<file path="src/sv/fpfa_pkg.sv">
package fpfa_pkg;

   localparam int MAX_BLOCKS = 16;
   localparam int SIZE_BITS  = 16;
   localparam int IDX_BITS   = $clog2(MAX_BLOCKS);
   localparam int CNT_BITS   = $clog2(MAX_BLOCKS + 1);
   localparam int COUNT_W    = 5;
   localparam int MODE_W     = 2;
   localparam int GRANT_W    = 4;
   localparam int CSR_DATA_W = 5;

   typedef enum logic [MODE_W-1:0] {
      MODE_FIRST = 2'd0,
      MODE_WORST = 2'd1,
      MODE_BEST  = 2'd2
   } fit_mode_type;

   typedef enum logic {
      REQ_LOAD  = 1'b0,
      REQ_ALLOC = 1'b1
   } req_kind_type;

   typedef enum logic [1:0] {
      ST_LOADED  = 2'd0,
      ST_GRANTED = 2'd1,
      ST_REFUSED = 2'd2
   } status_type;

   typedef enum logic {
      CSR_FIT_MODE    = 1'b0,
      CSR_BLOCK_COUNT = 1'b1
   } csr_index_type;

   typedef enum logic [1:0] {
      S_IDLE   = 2'd0,
      S_SCAN   = 2'd1,
      S_FINISH = 2'd2
   } state_type;

   typedef struct packed {
      logic                 req_type;
      logic [3:0]           block_index;
      logic [SIZE_BITS-1:0] size_value;
   } req_item_type;

   typedef struct packed {
      status_type         status;
      logic [GRANT_W-1:0] granted_block;
   } rsp_item_type;

   // control from the sequencer to the fit unit
   typedef struct packed {
      logic                clear;
      logic                valid;
      logic                free;
      logic [IDX_BITS-1:0] idx;
   } fit_ctrl_type;

   typedef struct packed {
      logic                found;
      logic [IDX_BITS-1:0] idx;
   } fit_result_type;

endpackage

</file>
<file path="src/sv/fpfa_ram.sv">
module fpfa_ram #(
   parameter int WIDTH = 16,
   parameter int DEPTH = 16
) (
   input  logic                     clock,
   input  logic                     wr_en,
   input  logic [$clog2(DEPTH)-1:0] wr_addr,
   input  logic [WIDTH-1:0]         wr_data,
   input  logic                     rd_en,
   input  logic [$clog2(DEPTH)-1:0] rd_addr,
   output logic [WIDTH-1:0]         rd_data
);

   logic [WIDTH-1:0] mem_ff [DEPTH];
   logic [WIDTH-1:0] rd_data_ff;

   always_ff @(posedge clock) begin
      if (wr_en) begin
         mem_ff[wr_addr] <= wr_data;
      end
      if (rd_en) begin
         rd_data_ff <= mem_ff[rd_addr];
      end
   end

   assign rd_data = rd_data_ff;

endmodule

</file>
<file path="src/sv/fpfa_fit_unit.sv">
module fpfa_fit_unit (
   input  logic                           clock,
   input  logic                           reset,
   input  fpfa_pkg::fit_ctrl_type         ctrl,
   input  logic [fpfa_pkg::MODE_W-1:0]    fit_mode,
   input  logic [fpfa_pkg::SIZE_BITS-1:0] want,
   input  logic [fpfa_pkg::SIZE_BITS-1:0] cand_size,
   output fpfa_pkg::fit_result_type       result
);

   logic                           found_ff, found_in;
   logic [fpfa_pkg::IDX_BITS-1:0]  idx_ff, idx_in;
   logic [fpfa_pkg::SIZE_BITS-1:0] size_ff, size_in;
   logic                           fits;
   logic                           take;

   // one compare of the candidate against the request and the best so far
   always_comb begin
      fits = ctrl.valid && ctrl.free && (cand_size >= want);
      case (fit_mode)
         fpfa_pkg::MODE_FIRST: take = fits && !found_ff;
         fpfa_pkg::MODE_WORST: take = fits && (!found_ff || cand_size >= size_ff);
         fpfa_pkg::MODE_BEST:  take = fits && (!found_ff || cand_size < size_ff);
         default:              take = 1'b0;
      endcase

      found_in = found_ff;
      idx_in   = idx_ff;
      size_in  = size_ff;
      if (ctrl.clear) begin
         found_in = 1'b0;
      end else if (take) begin
         found_in = 1'b1;
         idx_in   = ctrl.idx;
         size_in  = cand_size;
      end
   end

   always_ff @(posedge clock) begin
      if (reset) begin
         found_ff <= 1'b0;
      end else begin
         found_ff <= found_in;
      end
      idx_ff  <= idx_in;
      size_ff <= size_in;
   end

   assign result.found = found_ff;
   assign result.idx   = idx_ff;

endmodule

</file>
<file path="src/sv/fixed_partition_fit_allocator.sv">
// Channel   | Ports                         | Moves
// ----------+-------------------------------+----------------------------------
// request   | req_valid/req_ready/req_data  | load of a block size, or allocate
// response  | rsp_valid/rsp_ready/rsp_data  | status and granted block index
// csr       | csr_wr_en/csr_index/csr_wdata | fit_mode (0), block_count (1)
//
// A load request goes from acceptance straight to the finish step, which loads the
// response register. An allocate request first runs the scan over block_count entries
// (block_count clamped to MAX_BLOCKS) and then passes through the finish step:
// the scan reads one block size per cycle from the size RAM and runs it through the
// single shared fit compare. An allocate refused by the sticky halt skips the scan.
// Reset (synchronous, active high) clears the free bits, the halt and both CSRs;
// the size RAM is not cleared, since a block is never free before it is loaded.
// A new request is taken only in idle; a stalled response holds the block in its
// finish step, and the response register lets the next request in once taken.
module fixed_partition_fit_allocator (
   input  logic                            clock,
   input  logic                            reset,
   input  logic                            req_valid,
   output logic                            req_ready,
   input  fpfa_pkg::req_item_type          req_data,
   output logic                            rsp_valid,
   input  logic                            rsp_ready,
   output fpfa_pkg::rsp_item_type          rsp_data,
   input  logic                            csr_wr_en,
   input  logic                            csr_index,
   input  logic [fpfa_pkg::CSR_DATA_W-1:0] csr_wdata
);

   fpfa_pkg::state_type               state_ff, state_in;
   logic [fpfa_pkg::MODE_W-1:0]       fit_mode_ff;
   logic [fpfa_pkg::COUNT_W-1:0]      block_count_ff;
   logic [fpfa_pkg::MAX_BLOCKS-1:0]   free_ff, free_in;
   logic                              halted_ff, halted_in;
   logic                              kind_ff, kind_in;
   logic [fpfa_pkg::SIZE_BITS-1:0]    want_ff, want_in;
   logic [fpfa_pkg::CNT_BITS-1:0]     scan_idx_ff, scan_idx_in;
   logic                              cmp_vld_ff, cmp_vld_in;
   logic [fpfa_pkg::IDX_BITS-1:0]     cmp_idx_ff, cmp_idx_in;
   logic                              rsp_valid_ff, rsp_valid_in;
   fpfa_pkg::rsp_item_type            rsp_data_ff, rsp_data_in;

   logic                              req_fire;
   logic                              issue;
   logic [fpfa_pkg::CNT_BITS-1:0]     scan_limit;
   logic [fpfa_pkg::SIZE_BITS-1:0]    cand_size;
   fpfa_pkg::fit_ctrl_type            fit_ctrl;
   fpfa_pkg::fit_result_type          fit_result;

   // Config: take writes as they come; block_count above the depth is clamped.
   always_ff @(posedge clock) begin
      if (reset) begin
         fit_mode_ff    <= '0;
         block_count_ff <= '0;
      end else if (csr_wr_en) begin
         case (csr_index)
            fpfa_pkg::CSR_FIT_MODE:    fit_mode_ff    <= csr_wdata[fpfa_pkg::MODE_W-1:0];
            fpfa_pkg::CSR_BLOCK_COUNT: block_count_ff <= csr_wdata[fpfa_pkg::COUNT_W-1:0];
            default: ;
         endcase
      end
   end

   assign scan_limit = (block_count_ff > fpfa_pkg::COUNT_W'(fpfa_pkg::MAX_BLOCKS))
                       ? fpfa_pkg::CNT_BITS'(fpfa_pkg::MAX_BLOCKS)
                       : fpfa_pkg::CNT_BITS'(block_count_ff);

   assign req_ready = (state_ff == fpfa_pkg::S_IDLE);
   assign req_fire  = req_valid && req_ready;
   assign issue     = (state_ff == fpfa_pkg::S_SCAN) && (scan_idx_ff < scan_limit);

   // Block size store: loads write on acceptance, the scan reads one entry a cycle.
   fpfa_ram #(
      .WIDTH(fpfa_pkg::SIZE_BITS),
      .DEPTH(fpfa_pkg::MAX_BLOCKS)
   ) u_size_ram (
      .clock  (clock),
      .wr_en  (req_fire && (req_data.req_type == fpfa_pkg::REQ_LOAD)),
      .wr_addr(req_data.block_index[fpfa_pkg::IDX_BITS-1:0]),
      .wr_data(req_data.size_value),
      .rd_en  (issue),
      .rd_addr(scan_idx_ff[fpfa_pkg::IDX_BITS-1:0]),
      .rd_data(cand_size)
   );

   // The compare stage sees the entry read in the previous cycle.
   assign fit_ctrl.clear = req_fire;
   assign fit_ctrl.valid = cmp_vld_ff;
   assign fit_ctrl.free  = free_ff[cmp_idx_ff];
   assign fit_ctrl.idx   = cmp_idx_ff;

   fpfa_fit_unit u_fit (
      .clock    (clock),
      .reset    (reset),
      .ctrl     (fit_ctrl),
      .fit_mode (fit_mode_ff),
      .want     (want_ff),
      .cand_size(cand_size),
      .result   (fit_result)
   );

   always_comb begin
      state_in     = state_ff;
      free_in      = free_ff;
      halted_in    = halted_ff;
      kind_in      = kind_ff;
      want_in      = want_ff;
      scan_idx_in  = scan_idx_ff;
      cmp_vld_in   = 1'b0;
      cmp_idx_in   = cmp_idx_ff;
      rsp_valid_in = rsp_valid_ff && !rsp_ready;
      rsp_data_in  = rsp_data_ff;

      case (state_ff)
         fpfa_pkg::S_IDLE: begin
            if (req_fire) begin
               kind_in     = req_data.req_type;
               want_in     = req_data.size_value;
               scan_idx_in = '0;
               if (req_data.req_type == fpfa_pkg::REQ_LOAD) begin
                  // a load, even while halted, frees the block it writes
                  free_in[req_data.block_index[fpfa_pkg::IDX_BITS-1:0]] = 1'b1;
                  state_in = fpfa_pkg::S_FINISH;
               end else if (halted_ff) begin
                  state_in = fpfa_pkg::S_FINISH;
               end else begin
                  state_in = fpfa_pkg::S_SCAN;
               end
            end
         end
         fpfa_pkg::S_SCAN: begin
            // advance the read pointer; leave once the last compare has drained
            if (issue) begin
               scan_idx_in = scan_idx_ff + 1'b1;
               cmp_vld_in  = 1'b1;
               cmp_idx_in  = scan_idx_ff[fpfa_pkg::IDX_BITS-1:0];
            end else if (!cmp_vld_ff) begin
               state_in = fpfa_pkg::S_FINISH;
            end
         end
         fpfa_pkg::S_FINISH: begin
            // hold here until the response register is free
            if (!rsp_valid_ff || rsp_ready) begin
               rsp_valid_in              = 1'b1;
               rsp_data_in.granted_block = '0;
               state_in                  = fpfa_pkg::S_IDLE;
               if (kind_ff == fpfa_pkg::REQ_LOAD) begin
                  rsp_data_in.status = fpfa_pkg::ST_LOADED;
               end else if (!halted_ff && fit_result.found) begin
                  rsp_data_in.status        = fpfa_pkg::ST_GRANTED;
                  rsp_data_in.granted_block = fpfa_pkg::GRANT_W'(fit_result.idx);
                  free_in[fit_result.idx]   = 1'b0;
               end else begin
                  // the first refusal sets the sticky halt
                  rsp_data_in.status = fpfa_pkg::ST_REFUSED;
                  halted_in          = 1'b1;
               end
            end
         end
         default: begin
            state_in = fpfa_pkg::S_IDLE;
         end
      endcase
   end

   always_ff @(posedge clock) begin
      if (reset) begin
         state_ff     <= fpfa_pkg::S_IDLE;
         free_ff      <= '0;
         halted_ff    <= 1'b0;
         scan_idx_ff  <= '0;
         cmp_vld_ff   <= 1'b0;
         rsp_valid_ff <= 1'b0;
      end else begin
         state_ff     <= state_in;
         free_ff      <= free_in;
         halted_ff    <= halted_in;
         scan_idx_ff  <= scan_idx_in;
         cmp_vld_ff   <= cmp_vld_in;
         rsp_valid_ff <= rsp_valid_in;
      end
      kind_ff     <= kind_in;
      want_ff     <= want_in;
      cmp_idx_ff  <= cmp_idx_in;
      rsp_data_ff <= rsp_data_in;
   end

   assign rsp_valid = rsp_valid_ff;
   assign rsp_data  = rsp_data_ff;

endmodule

</file>
<file path="config.mk">
export PLATFORM = sky130hd
export DESIGN_NAME = fixed_partition_fit_allocator
export DESIGN_NICKNAME = d
export VERILOG_FILES = /design/src/sv/fpfa_pkg.sv /design/src/sv/fpfa_ram.sv /design/src/sv/fpfa_fit_unit.sv /design/src/sv/fixed_partition_fit_allocator.sv
export SDC_FILE = /design/constraint.sdc
export NUM_CORES = 1
export LEC_CHECK = 0
export ABC_CLOCK_PERIOD_IN_PS = 3200
export BUFFER_PORTS_ARGS = -buffer_cell sky130_fd_sc_hd__buf_2
export CAP_MARGIN = 20
export CORE_AREA = 5 5 133 230
export DETAILED_ROUTE_END_ITERATION = 10
export DIE_AREA = 0 0 138 235
export PLACE_DENSITY = 0.7
export SLEW_MARGIN = 20
export SYNTH_ARGS = -nofsm -noshare
export SYNTH_HDL_FRONTEND = slang
export SYNTH_HIERARCHICAL = 1
export SYNTH_SLANG_ARGS = --single-unit
</file>
<file path="constraint.sdc">
create_clock -name clock -period 3.2 [get_ports clock]
set_input_delay 0.16 -clock clock [delete_from_list [all_inputs] [get_ports clock]]
set_output_delay 0.16 -clock clock [all_outputs]
set_load 0.02 [all_outputs]
</file>
==> results.yml <==
setup_path:
  crit_path_cell_trace: "ha_1 -> and3_1 -> nor2b_1 -> o31ai_1 -> o211ai_1 -> mux2i_1 -> nor3_2 -> buf_4"
  cp_top_family: "simple AND/OR/NAND/NOR gates"
  crit_type: "reg2reg"
  cp.required_ps: 3460
  cp_max_fo: 8
  cpMaxStageDelayCell: "edfxtp_1"
  cp-start-kind: "flip-flop"
  cp_slowest_stage_delay_ps: 430
  crit_buf_inv: 1
  end_kind: "flip-flop"
  arrival_ps: 2870
yosys:
  synthCells: 803
  synth.top_cells.by_area: "edfxtp_1 (67%), mux4_2 (9.3%), dfxtp_1 (4.8%)"
  netlist-cell-type-count: 56
  avgSynthCellArea_um2: 17.81
  yosysTopAreaCell: "edfxtp_1"
  syn_area_mm2: 0.01430
  synth_edf_count: 319
  synth_top_area_share: 0.6699
  ys.flop_type: "edfxtp_1"
  yosysSeqAreaShare: 0.7175
  synth-seq-cells: 353
  yosysWarningCount: 6
  async_flop_share: 0
  synth_nets: 874
sta:
  period_minus_slack_ps: 2602
  setup_viol: 0
  period_share: 0.8131
  slew_viol_final: 0
  tightest_slew_ps: 1070
  finalHoldViolations: 0
  slew_headroom: 0.2865
  fmax_ghz: 0.3843
  totalNegativeSetupSlack_ps: 0
  grt_setup_unrepaired: "no"
  finClkSkew_ps: 12.87
finish:
  finalNetCount: 972
  layout.area.seq_mm2: 0.01026
  antennaDiodeCount: 0
  fill_cells: 2164
  fin_area_mm2: 0.01648
  layout-drive-gt1-share: 0.2182
  multi_input_area_mm2: 0.003755
  area_growth_pct: 15.26
  final_util: 0.5778
routing:
  drt_wl_total_um: 29910
  vias_per_cell: 5.803
  num_vias: 7538
  routedWlPerCell_um: 23.02
  postRouteAntennaNets: 0
  drc: 0
  drt-initial-drc-count: 548
  drtPass1Iterations: 5
pwr:
  vdd_drop_max_mv: 0.3900
  p_leak_uw: 0.005473
  power.density_mw_per_mm2: 572.8
clock_network:
  cts_tree: "done"
  ctsRootBufferMaster: "clkbuf_16"
  cts_sinks: 353
  cts_buffer_depth: 3
  cts.htree.levels: 1
  cts_made_buffers: 30
  clk_pin_slew_ps: 70
  cts_resized: 0
  clk_latency_ps: 560
placement:
  port_buffers: 39
  gp_congestion: 0.8578
  hpwl_um: 18100
  placed_cell_area_mm2: 0.01507
floorplanning:
  core_area_mm2: 0.02852
  die-height_um: 235
  rows: 82
  die_area_mm2: 0.03243
  io_pins: 40
  dieWidth_um: 138
  initial_utilization: 0.5013
grt:
  grt_pass1_vias: 8092
  grt_max_degree: 69
  antenna_found_initial: 0
  gr-total-overflow: 0
  grt_pass1_wl_um: 46740
  grt_usage: 0.1848
job:
  maxCapViolCount: 0
status:
  outcome: "complete, no violations"
min_path:
  hold_class: "in2reg"
==> cell usage in the layout, fill, tap and decap left out, types with 10 or more instances in the layout <==
cell,n
a21oi_1,30
a22oi_1,32
buf_2,39
buf_4,25
clkbuf_16,31
dfxtp_1,32
dlygate4sd3_1,33
edfxtp_1,319
ha_1,39
inv_1,42
mux4_1,10
mux4_2,59
nand2_1,43
nand2b_1,12
nand3_1,11
nor2_1,16
nor2_2,12
o21ai_0,13
==> cell type report <==
cell class | count | area share
Timing Repair Buffer | 99 | 0.04570
Inverter | 42 | 0.009566
Clock buffer | 34 | 0.04775
Multi-Input combinational cell | 375 | 0.2278
Clock inverter | 18 | 0.01761
Sequential cell | 353 | 0.6228
Tap cell | 378 | 0.02870
==> flip-flops by register name, indices dropped and copies added (netlist names), 2 cells and up <==
signal and cells:
free_ff 16, u_size_ram/rd_data 16, fit_mode_ff 2, rsp_data 6
block_count_ff 5, u_fit/size_ff 16, u_size_ram/mem_ff 256, want_ff 16
state_ff 2, cmp_idx_ff 4, scan_idx_ff 5, u_fit/idx_ff 4
==> per-stage QoR <==
step                power, uW  std cells  hold WS (ps)  setup WS (ps)
floorplan                5392        803         238.5          64.79
global placement         5527       1214         384.1          638.4
detailed placement       5539       1214         384.4          597.2
CTS                      9532       1299         25.36          580.6
global route             9758       1299         56.99          380.8
finish                   9441       1299         45.24          598.0
==> cell families (layout without fill, tap and decap cells) <==
group | count (synthesis) | after routing | share of synthesized area
buf+inv | 75 | 193 | 0.02371
fa+ha+maj | 39 | 39 | 0.03413
flops | 353 | 353 | 0.7175
mux | 73 | 73 | 0.1142
compound gates | 112 | 112 | 0.05189
simple gates | 151 | 151 | 0.05854
==> cell usage after synthesis, drive strengths merged (10+ instances only) <==
cell / number
a211oi: 10
a21oi: 30
a22oi: 32
buf: 16
clkbuf: 17
dfxtp: 34
edfxtp: 319
ha: 39
inv: 42
mux4: 69
nand2: 43
nand2b: 12
nand3: 11
nor2: 28
o21ai: 15
==> timing repair <==
item | CTS | global route
setup buffers | 0 | 0
endpoints found under the hold margin | 285 | 0
setup endpoints to repair | 0 | 0
hold buffers | 33 | 0
==> per-layer routing <==
| layer | track usage | wire (um) |
|---|---|---|
| met1 | 0.2228 | 11480 |
| met2 | 0.3429 | 16450 |
| met3 | 0.02157 | 1136 |
| met4 | 0.06143 | 839 |
| met5 | 0 | 0 |
==> power breakdown <==
group	leakage (uW)	total, uW	internal [uW]	switching, uW
combinational	0.00179	354	137	217
clock	0.000521	3970	2400	1580
sequential	0.00316	5110	5080	30.7
==> path summary, 6_finish.rpt <==
| path | from | end | slack, ps | depth (start not counted) |
|---|---|---|---|---|
| min reg2reg | block_count_ff[2]$_SDFFE_PP0P_ | block_count_ff[2]$_SDFFE_PP0P_ | 460 | 2 |
| max reg2reg | u_size_ram/rd_data[3]$_DFFE_PP_ | u_fit/size_ff[3]$_DFFE_PP_ | 600 | 8 |
| max | u_size_ram/rd_data[3]$_DFFE_PP_ | u_fit/size_ff[3]$_DFFE_PP_ | 600 | 8 |
| min | reset | halted_ff$_SDFFE_PP0P_ | 50 | 2 |
==> worst reg2reg max path: stages, from the launching register on <==
cell and delay [ps]:
edfxtp_1 430, ha_1 320, and3_1 210, nor2b_1 130, o31ai_1 250, o211ai_1 150, mux2i_1 160, nor3_2 400
buf_4 260
Power figures use the tool's default switching activity.
